## config.mk

```make
export PLATFORM = sky130hd
export DESIGN_NAME = wildcard_byte_pattern_scanner_unit_flat
export DESIGN_NICKNAME = d
export VERILOG_FILES = /design/src/sv/wbps_pkg.sv /design/src/sv/wbps_req_if.sv /design/src/sv/wbps_rsp_if.sv /design/src/sv/wbps_csr.sv /design/src/sv/wbps_match.sv /design/src/sv/wildcard_byte_pattern_scanner_unit.sv /design/src/flat_wrapper.sv
export SDC_FILE = /design/constraint.sdc
export NUM_CORES = 2
export LEC_CHECK = 0
export BUFFER_PORTS_ARGS = -buffer_cell sky130_fd_sc_hd__clkbuf_2
export CAP_MARGIN = 10
export CORE_ASPECT_RATIO = 1.25
export CORE_MARGIN = 1
export CORE_UTILIZATION = 30
export CTS_BUF_LIST = sky130_fd_sc_hd__clkbuf_8
export DETAILED_ROUTE_END_ITERATION = 8
export SYNTH_ARGS = -nofsm -noshare
export SYNTH_HDL_FRONTEND = slang
export SYNTH_SLANG_ARGS = --single-unit
```

## constraint.sdc

```tcl
create_clock -name clock -period 11.97 [get_ports clock]
set_input_delay 0 -clock clock [delete_from_list [all_inputs] [get_ports clock]]
set_output_delay 0 -clock clock [all_outputs]
set_load 0.005 [all_outputs]
```

## src/sv/wbps_pkg.sv

```systemverilog
// types and constants shared by the wildcard byte pattern scanner
// no dependencies; compiled before the interfaces and modules
package wbps_pkg;

   localparam int AddrWidth   = 64;
   localparam int WordWidth   = 64;
   localparam int PatWords    = 4;
   localparam int MaskWidth   = 32;
   localparam int LenWidth    = 6;
   localparam int CsrIdxWidth = 4;

   typedef enum logic [CsrIdxWidth-1:0] {
      CSR_PATTERN_WORD0 = 4'd0,
      CSR_PATTERN_WORD1 = 4'd1,
      CSR_PATTERN_WORD2 = 4'd2,
      CSR_PATTERN_WORD3 = 4'd3,
      CSR_WILDCARD_MASK = 4'd4,
      CSR_PATTERN_LEN   = 4'd5,
      CSR_REPORT_END    = 4'd6,
      CSR_REGION_BASE   = 4'd7
   } csr_index_type;

   typedef struct packed {
      logic [PatWords-1:0][WordWidth-1:0] pattern_words;
      logic [MaskWidth-1:0]               wildcard_mask;
      logic [LenWidth-1:0]                pattern_length;
      logic                               report_end;
      logic [AddrWidth-1:0]               region_base;
   } cfg_type;

endpackage

```

## src/sv/wbps_req_if.sv

```systemverilog
// request channel of the scanner: one region byte per item
// depends on nothing
interface wbps_req_if;
   logic       valid;
   logic       ready;
   logic [7:0] data_byte;
   logic       last_byte;

   modport source (output valid, output data_byte, output last_byte, input ready);
   modport sink   (input valid, input data_byte, input last_byte, output ready);
endinterface

```

## src/sv/wbps_rsp_if.sv

```systemverilog
// result channel of the scanner: found flag and match address
// depends on nothing
interface wbps_rsp_if;
   logic        valid;
   logic        ready;
   logic        found;
   logic [63:0] match_address;

   modport source (output valid, output found, output match_address, input ready);
   modport sink   (input valid, input found, input match_address, output ready);
endinterface

```

## src/sv/wbps_csr.sv

```systemverilog
// configuration registers of the scanner, written through a plain write port
// depends on wbps_pkg
module wbps_csr (
   input  logic                                clock,
   input  logic                                reset,
   input  logic                                csr_write_enable,
   input  logic [wbps_pkg::CsrIdxWidth-1:0]    csr_index,
   input  logic [wbps_pkg::WordWidth-1:0]      csr_write_data,
   output wbps_pkg::cfg_type                   cfg
);

   wbps_pkg::cfg_type cfg_ff;
   wbps_pkg::cfg_type cfg_in;

   always_comb begin
      cfg_in = cfg_ff;
      if (csr_write_enable) begin
         case (wbps_pkg::csr_index_type'(csr_index))
            wbps_pkg::CSR_PATTERN_WORD0: cfg_in.pattern_words[0] = csr_write_data;
            wbps_pkg::CSR_PATTERN_WORD1: cfg_in.pattern_words[1] = csr_write_data;
            wbps_pkg::CSR_PATTERN_WORD2: cfg_in.pattern_words[2] = csr_write_data;
            wbps_pkg::CSR_PATTERN_WORD3: cfg_in.pattern_words[3] = csr_write_data;
            wbps_pkg::CSR_WILDCARD_MASK:
               cfg_in.wildcard_mask = csr_write_data[wbps_pkg::MaskWidth-1:0];
            wbps_pkg::CSR_PATTERN_LEN:
               cfg_in.pattern_length = csr_write_data[wbps_pkg::LenWidth-1:0];
            wbps_pkg::CSR_REPORT_END:  cfg_in.report_end = csr_write_data[0];
            wbps_pkg::CSR_REGION_BASE: cfg_in.region_base = csr_write_data;
            default: ;
         endcase
      end
   end

   always_ff @(posedge clock) begin
      if (reset) begin
         cfg_ff <= '{pattern_words:  '0,
                     wildcard_mask:  '0,
                     pattern_length: wbps_pkg::LenWidth'(1),
                     report_end:     1'b0,
                     region_base:    '0};
      end else begin
         cfg_ff <= cfg_in;
      end
   end

   assign cfg = cfg_ff;

endmodule

```

## src/sv/wbps_match.sv

```systemverilog
// masked compare of the byte window against the configured pattern
// depends on wbps_pkg
module wbps_match #(
   parameter int MAX_PATTERN_BYTES = 32
) (
   input  logic [7:0]                    window [MAX_PATTERN_BYTES],
   input  wbps_pkg::cfg_type             cfg,
   input  logic [wbps_pkg::LenWidth-1:0] len_m1,
   output logic                          hit
);

   localparam int WinIdxWidth = (MAX_PATTERN_BYTES > 1) ? $clog2(MAX_PATTERN_BYTES) : 1;

   logic [wbps_pkg::PatWords*wbps_pkg::WordWidth-1:0] pattern_flat;

   assign pattern_flat = cfg.pattern_words;

   // pattern byte i lines up with window entry len-1-i (entry 0 is the newest byte)
   always_comb begin
      logic [wbps_pkg::LenWidth-1:0] pos;
      logic                          ok;
      hit = 1'b1;
      for (int i = 0; i < MAX_PATTERN_BYTES; i++) begin
         pos = len_m1 - wbps_pkg::LenWidth'(i);
         ok  = (wbps_pkg::LenWidth'(i) > len_m1) || cfg.wildcard_mask[i]
               || (window[pos[WinIdxWidth-1:0]] == pattern_flat[8*i +: 8]);
         hit = hit & ok;
      end
   end

endmodule

```

## src/sv/wildcard_byte_pattern_scanner_unit.sv

```systemverilog
// wildcard byte pattern scanner, top level
// an accepted item loads the window register; the result of its compare is registered
// in the result register when the item retires, which rsp_ch back-pressure can delay
// throughput: one byte per cycle while rsp_ch is ready; the window register feeds the
// masked compare and address add, which load the result register
// reset (synchronous, active high) clears handshake state, region tracking and
// all configuration registers to their defaults; no clearing pass is needed
module wildcard_byte_pattern_scanner_unit #(
   parameter int MAX_PATTERN_BYTES = 32
) (
   input  logic                                clock,
   input  logic                                reset,
   wbps_req_if.sink                            req_ch,
   wbps_rsp_if.source                          rsp_ch,
   input  logic                                csr_write_enable,
   input  logic [wbps_pkg::CsrIdxWidth-1:0]    csr_index,
   input  logic [wbps_pkg::WordWidth-1:0]      csr_write_data
);

   localparam int LW = wbps_pkg::LenWidth;
   localparam int AW = wbps_pkg::AddrWidth;

   wbps_pkg::cfg_type cfg;

   // window stage: holds the newest item and its offset in the region
   logic [7:0]    window_ff [MAX_PATTERN_BYTES];
   logic [7:0]    window_in [MAX_PATTERN_BYTES];
   logic          s1_valid_ff, s1_valid_in;
   logic          s1_last_ff;
   logic [AW-1:0] cur_ff, cur_in;
   logic          start_ff, start_in;
   logic          reported_ff, reported_in;

   // result register
   logic          rsp_valid_ff, rsp_valid_in;
   logic          found_ff;
   logic [AW-1:0] addr_ff;

   logic          accept, out_free, retire, emit, hit, hit_qual;
   logic [LW-1:0] len_eff, len_m1;
   logic [AW-1:0] addr_adj, addr;

   wbps_csr u_csr (
      .clock            (clock),
      .reset            (reset),
      .csr_write_enable (csr_write_enable),
      .csr_index        (csr_index),
      .csr_write_data   (csr_write_data),
      .cfg              (cfg)
   );

   // length 0 counts as 1, and anything above the window depth saturates
   always_comb begin
      if (cfg.pattern_length == '0) begin
         len_eff = LW'(1);
      end else if (cfg.pattern_length > LW'(MAX_PATTERN_BYTES)) begin
         len_eff = LW'(MAX_PATTERN_BYTES);
      end else begin
         len_eff = cfg.pattern_length;
      end
   end

   assign len_m1 = len_eff - LW'(1);

   wbps_match #(
      .MAX_PATTERN_BYTES (MAX_PATTERN_BYTES)
   ) u_match (
      .window (window_ff),
      .cfg    (cfg),
      .len_m1 (len_m1),
      .hit    (hit)
   );

   assign out_free      = !rsp_valid_ff || rsp_ch.ready;
   assign req_ch.ready  = !s1_valid_ff || out_free;
   assign accept        = req_ch.valid && req_ch.ready;
   assign retire        = s1_valid_ff && out_free;

   assign hit_qual = hit && (cur_ff >= AW'(len_m1)) && !reported_ff;
   assign emit     = retire && !reported_ff && (hit_qual || s1_last_ff);

   assign addr_adj = cfg.report_end ? AW'(1) : (AW'(0) - AW'(len_m1));
   assign addr     = cfg.region_base + cur_ff + addr_adj;

   always_comb begin
      window_in    = window_ff;
      cur_in       = cur_ff;
      start_in     = start_ff;
      s1_valid_in  = s1_valid_ff;
      reported_in  = reported_ff;
      rsp_valid_in = rsp_valid_ff;

      if (retire) begin
         s1_valid_in = 1'b0;
         reported_in = s1_last_ff ? 1'b0 : (reported_ff || hit_qual);
      end
      if (accept) begin
         // bytes older than the region start are never compared, so no clear
         window_in[0] = req_ch.data_byte;
         for (int i = 1; i < MAX_PATTERN_BYTES; i++) begin
            window_in[i] = window_ff[i-1];
         end
         cur_in      = start_ff ? '0 : cur_ff + AW'(1);
         start_in    = req_ch.last_byte;
         s1_valid_in = 1'b1;
      end

      if (emit) begin
         rsp_valid_in = 1'b1;
      end else if (rsp_ch.ready) begin
         rsp_valid_in = 1'b0;
      end
   end

   always_ff @(posedge clock) begin
      if (reset) begin
         s1_valid_ff  <= 1'b0;
         start_ff     <= 1'b1;
         reported_ff  <= 1'b0;
         rsp_valid_ff <= 1'b0;
      end else begin
         s1_valid_ff  <= s1_valid_in;
         start_ff     <= start_in;
         reported_ff  <= reported_in;
         rsp_valid_ff <= rsp_valid_in;
      end
   end

   always_ff @(posedge clock) begin
      window_ff <= window_in;
      cur_ff    <= cur_in;
      if (accept) begin
         s1_last_ff <= req_ch.last_byte;
      end
      if (emit) begin
         found_ff <= hit_qual;
         addr_ff  <= hit_qual ? addr : '0;
      end
   end

   assign rsp_ch.valid         = rsp_valid_ff;
   assign rsp_ch.found         = found_ff;
   assign rsp_ch.match_address = addr_ff;

endmodule

```

## src/flat_wrapper.sv

```systemverilog
// flat-port wrapper written by rule: the top's interface ports become plain ports
module wildcard_byte_pattern_scanner_unit_flat 
#(
   parameter int MAX_PATTERN_BYTES = 32
)
  (clock, reset, csr_write_enable, csr_index, csr_write_data, req_ch_valid, req_ch_data_byte, req_ch_last_byte, req_ch_ready, rsp_ch_valid, rsp_ch_found, rsp_ch_match_address, rsp_ch_ready);
  wbps_req_if req_ch_i ();
  wbps_rsp_if rsp_ch_i ();
  input  logic clock;
  input  logic reset;
  input  logic csr_write_enable;
  input  logic [wbps_pkg::CsrIdxWidth-1:0] csr_index;
  input  logic [wbps_pkg::WordWidth-1:0] csr_write_data;
  input wire logic [$bits(req_ch_i.valid)-1:0] req_ch_valid;
  input wire logic [$bits(req_ch_i.data_byte)-1:0] req_ch_data_byte;
  input wire logic [$bits(req_ch_i.last_byte)-1:0] req_ch_last_byte;
  output wire logic [$bits(req_ch_i.ready)-1:0] req_ch_ready;
  output wire logic [$bits(rsp_ch_i.valid)-1:0] rsp_ch_valid;
  output wire logic [$bits(rsp_ch_i.found)-1:0] rsp_ch_found;
  output wire logic [$bits(rsp_ch_i.match_address)-1:0] rsp_ch_match_address;
  input wire logic [$bits(rsp_ch_i.ready)-1:0] rsp_ch_ready;
  assign req_ch_i.valid = req_ch_valid;
  assign req_ch_i.data_byte = req_ch_data_byte;
  assign req_ch_i.last_byte = req_ch_last_byte;
  assign req_ch_ready = req_ch_i.ready;
  assign rsp_ch_valid = rsp_ch_i.valid;
  assign rsp_ch_found = rsp_ch_i.found;
  assign rsp_ch_match_address = rsp_ch_i.match_address;
  assign rsp_ch_i.ready = rsp_ch_ready;
  wildcard_byte_pattern_scanner_unit #(.MAX_PATTERN_BYTES(MAX_PATTERN_BYTES)) u_core (.clock(clock), .reset(reset), .req_ch(req_ch_i), .rsp_ch(rsp_ch_i), .csr_write_enable(csr_write_enable), .csr_index(csr_index), .csr_write_data(csr_write_data));
endmodule
```

## Yosys cells after proc, flatten, opt, wreduce, memory -nomap -nowiden

Cells that the tools add are included.

| cells by class | value |
|---|---|
| $add $sub $neg | 36 |
| order comparisons | 66 |
| equality and inequality tests | 39 |
| multiplexer cells | 104 |
| bitwise operators | 63 |
| reduce and logical (&&, ||, !) cells | 89 |

Operators with widths:

| operator | count |
|---|---|
| 8-bit binary-select mux with 5-bit select | 32 |
| 8-bit two-way mux | 64 |
| 8-bit equality test | 32 |
| 6-bit greater-or-equal comparator, second input constant | 32 |
| 5-bit NOT with 6-bit output | 32 |
| 64-bit adder | 2 |
| 5-bit by 6-bit greater-than comparator with 1-bit output, first input constant | 16 |
| 5-bit subtractor, second input constant | 16 |
| 1-bit logical OR | 68 |
| 64-bit by 1-bit adder with 64-bit output, second input constant | 1 |
| 64-bit by 6-bit greater-or-equal comparator with 1-bit output | 1 |
| 64-bit two-way mux | 1 |
| 4-bit by 6-bit greater-than comparator with 1-bit output, first input constant | 8 |
| 5-bit by 4-bit subtractor with 5-bit output, second input constant | 8 |
| 1-bit AND | 31 |
| 3-bit by 6-bit greater-than comparator with 1-bit output, first input constant | 4 |
| 5-bit by 3-bit subtractor with 5-bit output, second input constant | 4 |
| 4-bit by 3-bit equality test with 1-bit output, second input constant | 4 |
| 2-bit AND reduction | 8 |
| 1-bit by 6-bit greater-than comparator with 1-bit output, first input constant | 2 |
| 2-bit by 6-bit greater-than comparator with 1-bit output, first input constant | 2 |
| 6-bit two-way mux | 2 |
| 5-bit by 2-bit subtractor with 5-bit output, second input constant | 2 |
| 4-bit by 2-bit equality test with 1-bit output, second input constant | 2 |
| other kinds (11) | 23 |

| word-level totals | value |
|---|---|
| register bits | 749 |
| input port bits | 82 |
| output and inout bits | 67 |
| logic and storage cells | 445 |

## Depth between registers and ports, before layout

| logic depth | value |
|---|---|
| depth in word-level cells | 47 |
| gate-level depth with buffers | 35 |
| mapped depth without buffers | 24 |

## Modules after synthesis

Synthesis repeated with hierarchy kept, for this count alone.

| second synthesis, totals | value |
|---|---|
| cells, all modules | 6,001 |
| area total of the unflattened synthesis | 62,298.5 sq um |

Modules (own cells, without submodules):

| module | instances | cells each | area an instance (sq um) | seq. area each (sq um) |
|---|---|---|---|---|
| wbps_match | 1 | 3,318 | 29,163.0 | 0.0 |
| wildcard_byte_pattern_scanner_unit | 1 | 1,441 | 19,157.1 | 11,671.2 |
| wbps_csr | 1 | 1,242 | 13,978.4 | 7,186.9 |

## Worst setup path before layout

No wires, ideal clock.

| timing path | value |
|---|---|
| path kind | register to register |
| start | register u_core.u_csr.cfg_ff, in the netlist u_core.u_csr.cfg[66] |
| end | register u_core.addr_ff[56], in the netlist u_core.rsp_ch.match_address[56] (data pin) |
| setup time | 0.255 ns |
| arrival | 10.287 ns |
| data required time | 11.715 ns |
| setup slack | 1.428 ns |
| cell stages (with the launch flop) | 28 |
| buffers on the path | 6 |
| clock period less this slack | 10.542 ns |
| cells stage by stage | dfxtp_1 -> buf_6 -> nor4_1 -> a211o_1 -> inv_2 -> buf_2 -> buf_2 -> buf_1 -> clkbuf_1 -> ha_1 -> clkbuf_1 -> and2_1 -> a21oi_1 -> fa_1 -> ha_1 -> or4_1 -> a21oi_1 -> o32a_1 -> a311oi_1 -> a221oi_1 -> o221ai_1 -> o2111ai_1 -> nand2_1 -> a21o_1 -> a21oi_1 -> o21ai_0 -> xor2_1 -> and2_1 |

| between the ends | value |
|---|---|
| longest elaborated chain between the ends | 44 |
| elaborated cells between the ends (all ways) | 329 |
| those cells by class | 34 x add/sub; 34 x order compare; 32 x eq/ne; 99 x mux; 63 x bitwise; 67 x reduce/logical |

RTL lines:

| item | RTL line | text |
|---|---|---|
| from (decl) | wbps_csr.sv:12 | `wbps_pkg::cfg_type cfg_ff;` |
| from (signal assigned) | wbps_csr.sv:36 | `cfg_ff <= '{pattern_words: '0,` |
| from (signal assigned) | wbps_csr.sv:42 | `cfg_ff <= cfg_in;` |
| 6-bit greater-than comparator | wildcard_byte_pattern_scanner_unit.sv:56 | `end else if (cfg.pattern_length > LW'(MAX_PATTERN_BYTES)) begin` |
| 6-bit two-way mux | wildcard_byte_pattern_scanner_unit.sv:56 |  |
| 6-bit two-way mux (*) | wildcard_byte_pattern_scanner_unit.sv:54 | `if (cfg.pattern_length == '0) begin` |
| 6-bit by 1-bit subtractor with 6-bit output (*) | wildcard_byte_pattern_scanner_unit.sv:63 | `assign len_m1 = len_eff - LW'(1);` |
| 5-bit by 1-bit subtractor with 5-bit output | wbps_match.sv:24 | `pos = len_m1 - wbps_pkg::LenWidth'(i);` |
| 5-bit NOT with 6-bit output (implied by the code) | wbps_match.sv:26 | `\|\| (window[pos[WinIdxWidth-1:0]] == pattern_flat[8*i +: 8]);` |
| 8-bit binary-select mux with 5-bit select | wbps_match.sv:26 |  |
| 8-bit two-way mux (implied by the code) (2 in series) | wbps_match.sv:26 |  |
| 8-bit equality test | wbps_match.sv:26 |  |
| 1-bit logical OR | wbps_match.sv:26 |  |
| 1-bit AND (31 in series) | wbps_match.sv:27 | `hit = hit & ok;` |
| 1-bit logical AND (2 in series) | wildcard_byte_pattern_scanner_unit.sv:79 | `assign hit_qual = hit && (cur_ff >= AW'(len_m1)) && !reported_ff;` |
| to (signal assigned) | wildcard_byte_pattern_scanner_unit.sv:137 | `addr_ff <= hit_qual ? addr : '0;` |
| to (decl) | wildcard_byte_pattern_scanner_unit.sv:37 | `logic [AW-1:0] addr_ff;` |

Mark *: on every way between the ends. The rest lies on a longest branch, timed or not. The select of a mux whose other input is x is not followed.
A chain may end at the register's enable or synchronous reset.

## Worst setup path in the final report

| timing path | value |
|---|---|
| start | register u_core.u_csr.cfg_ff, in the netlist u_core.u_csr.cfg[65] |
| end | register u_core.addr_ff[43], in the netlist u_core.rsp_ch.match_address[43], enable pin |

| between the ends | value |
|---|---|
| longest elaborated chain between the ends | 46 |
| elaborated cells between the ends (all ways) | 328 |
| those cells by class | 32 x add/sub; 34 x order compare; 32 x eq/ne; 98 x mux; 63 x bitwise; 69 x reduce/logical |

RTL lines:

| item | RTL line | text |
|---|---|---|
| 6-bit greater-than comparator | wildcard_byte_pattern_scanner_unit.sv:56 |  |
| 6-bit two-way mux | wildcard_byte_pattern_scanner_unit.sv:56 |  |
| 6-bit two-way mux (*) | wildcard_byte_pattern_scanner_unit.sv:54 |  |
| 6-bit by 1-bit subtractor with 6-bit output (*) | wildcard_byte_pattern_scanner_unit.sv:63 |  |
| 5-bit by 1-bit subtractor with 5-bit output | wbps_match.sv:24 |  |
| 5-bit NOT with 6-bit output (implied by the code) | wbps_match.sv:26 |  |
| 8-bit binary-select mux with 5-bit select | wbps_match.sv:26 |  |
| 8-bit two-way mux (implied by the code) (2 in series) | wbps_match.sv:26 |  |
| 8-bit equality test | wbps_match.sv:26 |  |
| 1-bit logical OR | wbps_match.sv:26 |  |
| 1-bit AND (31 in series) | wbps_match.sv:27 |  |
| 1-bit logical AND (*) (2 in series) | wildcard_byte_pattern_scanner_unit.sv:79 |  |
| 1-bit logical OR (*) | wildcard_byte_pattern_scanner_unit.sv:80 | `assign emit = retire && !reported_ff && (hit_qual \|\| s1_last_ff);` |
| 1-bit logical AND (*) | wildcard_byte_pattern_scanner_unit.sv:80 |  |
| via u_core.emit | wildcard_byte_pattern_scanner_unit.sv:39 | `logic accept, out_free, retire, emit, hit, hit_qual;` |

The timed path passes the listed nets; every way through them passes the cells marked *. The select of a mux whose other input is x is not followed.

==> impl_metrics.toml <==
[global_routing]
grt_max_degree = 165
gr-total-overflow = 0
gr-usage-all-layers = 0.279
grt_pass1_wl_um = 406000
antenna_found_initial = 13
grt_pass1_vias = 53987

[logic_synthesis]
synthCells = 6607
netlist_top_cells_area = "edfxtp_1, mux2i_1, dfxtp_1"
synth_top_family_by_area = "compound AO/OA/AOI/OAI gates"
synth_commonest_cells = "nand2_1, mux2i_1, a21oi_1, edfxtp_1, nor2_1"
synth_ff_type = "edfxtp_1"
yosysTopAreaCellShare = 0.194
synthMuxAreaShare = 0.182
synth-compound-area-share = 0.186
avgSynthCellArea_sq_um = 9.04
synth_fa_ha_area_frac = 0.0395
yosys_warnings = 0
synth.most_common_cell = "nand2_1"
synth_edf_count = 386
synth-seq-cells = 749
yosys.area_share.simple = 0.158
asyncSetResetFlopFracSynth = 0
synth_area_sq_um = 59700
yosysTopAreaCell = "edfxtp_1"
synth-xor-area-share = 0.0729
synthesis.nets = 6838
synth.distinct_cells = 117
yosysSeqAreaShare = 0.316

[hold_path]
worstHoldStart = "csr_write_data[44]"
worstHoldPathCells = 4
min_to = "u_core.u_csr.cfg[275]"
hp-class = "primary input to flop"

[route]
wl_per_cell_um = 31.1
drt_first_pass_iters = 9
met1_length_um = 106000
post-route-drc-count = 0
finalWirelength_um = 291000
drtIter0Drc = 6665
wl_met3_um = 27100
maxUsedRoutingLayer = "met5"
via_count = 57116
dr_wl_met2_um = 129000
viasPerCell = 6.10
postRouteAntennaNets = 0

[status]
status = "complete, no violations"

[worst_setup_path]
cp_max_fo = 103
ff2ff_setup_slack_ps = 1800
r2r_start = "u_core.u_csr.cfg[65]"
critPathKind = "flop to flop"
required_ps = 12580
reg2regPathDepth = 20
worst_ep_arrival_time_ps = 10780
startpoint_type = "flop"
cp_slowest_cell = "a22oi_1"
cpPeakStageDelay_ps = 1230
worst_r2r_endpoint = "u_core.rsp_ch.match_address[43]"
crit_path_end_kind = "flop"
cp_cell_sequence = "nor2b_4, a21oi_4, ha_4, buf_12, buf_4, mux2i_1, a22o_1, a21o_1, mux2_2, o22ai_1, a221oi_1, xnor2_1, nor4_1, nand4_1, a22oi_1, nand4_1, nor4_1, o21ai_1, nor2_4, buf_12"

[sta]
timing.fmax_mhz = 98.3
tightest_slew_ps = 1440
rsz0062_at_grt = "no"
slew_viol_final = 0
slew_headroom = 0.0159
hold_viol_final = 0
fin_crit_sh = 0.850
fin_ws_ps = 1800
fin_skew_ps = 56.6
finalSetupViolations = 0
layout_min_cycle_time_ps = 10170
tns_ps = 0

[cells_and_area]
nets = 6882
syn2layout_area_growth_pct = 12.1
drive_above_1_share = 0.124
final_cells = 9356

[clock_network]
clockBufferDepth = 3
h-tree-depth = 4
cts_tree = "done"
clk_pin_slew_ps = 60
root_buffer = "clkbuf_8"
cts_inserted_buffers = 139
cts_sinks = 749
clock_latency_ps = 1000
post_cts_buffers = 0

[place]
dp_hpwl_um = 214000
portBuffers = 148
place_ws_ps = 2420
place_inst = 8956
gp_congestion = 1.06

[power]
power_leakage_uw = 0.0261
peakVddDrop_v = 0.000112
power_density_nw_per_um2 = 111
p_total_uw = 7450

[job]
cap_violations = 0

[floorplanning]
die-area_sq_um = 201000
pin_count = 149
row_count = 182
die_w_um = 401
initial_core_util = 0.303
coreArea_sq_um = 197000
die_height_um = 501
==> what timing repair did <==
item / in CTS / in global routing
endpoints found under the hold margin: 466 / 0
hold buffers: 130 / 0
gates resized for setup: 0 / 0
==> cells by family after synthesis <==
kind of cell    Yosys count
fa+ha+maj               150
buf+inv                 596
other cells               1
mux                     954
simple gates           2043
xor+xnor                489
compound gates         1625
flops                   749
==> placed cells by master, fill, tap and decap left out, drive strengths merged, types with 135 or more instances in the layout <==
cell    netlist  layout
nand2      1035    1035
mux2i       743     743
a21oi       559     559
edfxtp      386     386
nor2        368     368
dfxtp       363     363
clkbuf      257     304
xnor2       264     264
xor2        225     225
nand3       172     172
o21ai       153     153
o221ai      139     139
buf         251     135
==> flip-flops by register name (all words and copies together) (netlist names) <==
name and cells:
u_core.cur_ff 64, u_core.reported_ff 1, u_core.rsp_ch.found 1, u_core.rsp_ch.match_address 64, u_core.rsp_ch.valid 1, u_core.s1_last_ff 1
u_core.s1_valid_ff 1, u_core.start_ff 1, u_core.u_csr.cfg 359, u_core.window_ff 256
==> worst max path at each step <==
| stage | from | end | slack [ps] | cells after the start |
|---|---|---|---|---|
| 5_1_grt | u_core.u_csr.cfg[65] | u_core.rsp_ch.match_address[3] | 1730 | 18 |
| 6_report | u_core.u_csr.cfg[65] | u_core.rsp_ch.match_address[43] | 1800 | 20 |
| 4_1_cts | u_core.u_csr.cfg[65] | u_core.rsp_ch.match_address[59] | 2410 | 19 |
| 3_5_place_dp | u_core.u_csr.cfg[65] | u_core.rsp_ch.match_address[59] | 2420 | 19 |
| 2_1_floorplan | u_core.u_csr.cfg[66] | u_core.rsp_ch.match_address[56] | 1430 | 27 |
| 3_3_place_gp | u_core.u_csr.cfg[65] | u_core.rsp_ch.match_address[59] | 2510 | 19 |
==> power by group <==
group / internal, uW / switching (uW) / leakage [uW] / total, uW
clock: 1410 / 1290 / 0.00161 / 2700
sequential: 2810 / 144 / 0.00666 / 2950
combinational: 615 / 1190 / 0.0178 / 1810
==> metrics by stage <==
| step | hold slack [ps] | util | instance area (sq um) |
|---|---|---|---|
| finish | 10.9 | 0.339 | 66900 |
| floorplan | 98.9 | - | 59700 |
| global route | 66.4 | 0.339 | 66900 |
| detailed placement | 193 | 0.318 | 62700 |
| global placement | 182 | 0.318 | 62700 |
| CTS | 2.40 | 0.339 | 66900 |
==> per-layer routing <==
layer | vias up | global-route usage
met3 | 859 | 0.0670
met4 | 6 | 0.244
li1 | 24712 | -
met5 | - | 0
met2 | 3378 | 0.437
met1 | 28161 | 0.319
==> worst max-delay path: cells and delay by family, from the launching register on <==
kind | cells | cell delay (ps)
AOI/OAI and AO/OA | 7 | 2680
xor gates and xnor gates | 1 | 160
adders and majority gates | 1 | 780
buffers and inverters | 3 | 1530
DFF | 1 | 910
muxes | 2 | 870
and+or+nand+nor | 6 | 2490
==> area by class of cell <==
type | instances | area, sq um
fillers | 20180 | 130000
multi-input cells | 5262 | 38500
flip-flops and latches | 749 | 18900
well taps | 2576 | 3220
repair buffers | 411 | 3140
clock buffers | 157 | 2160
clock inverters | 99 | 709
inverters | 88 | 343
diodes | 14 | 35.0
No activity file was read; power rests on OpenSTA's default activity.
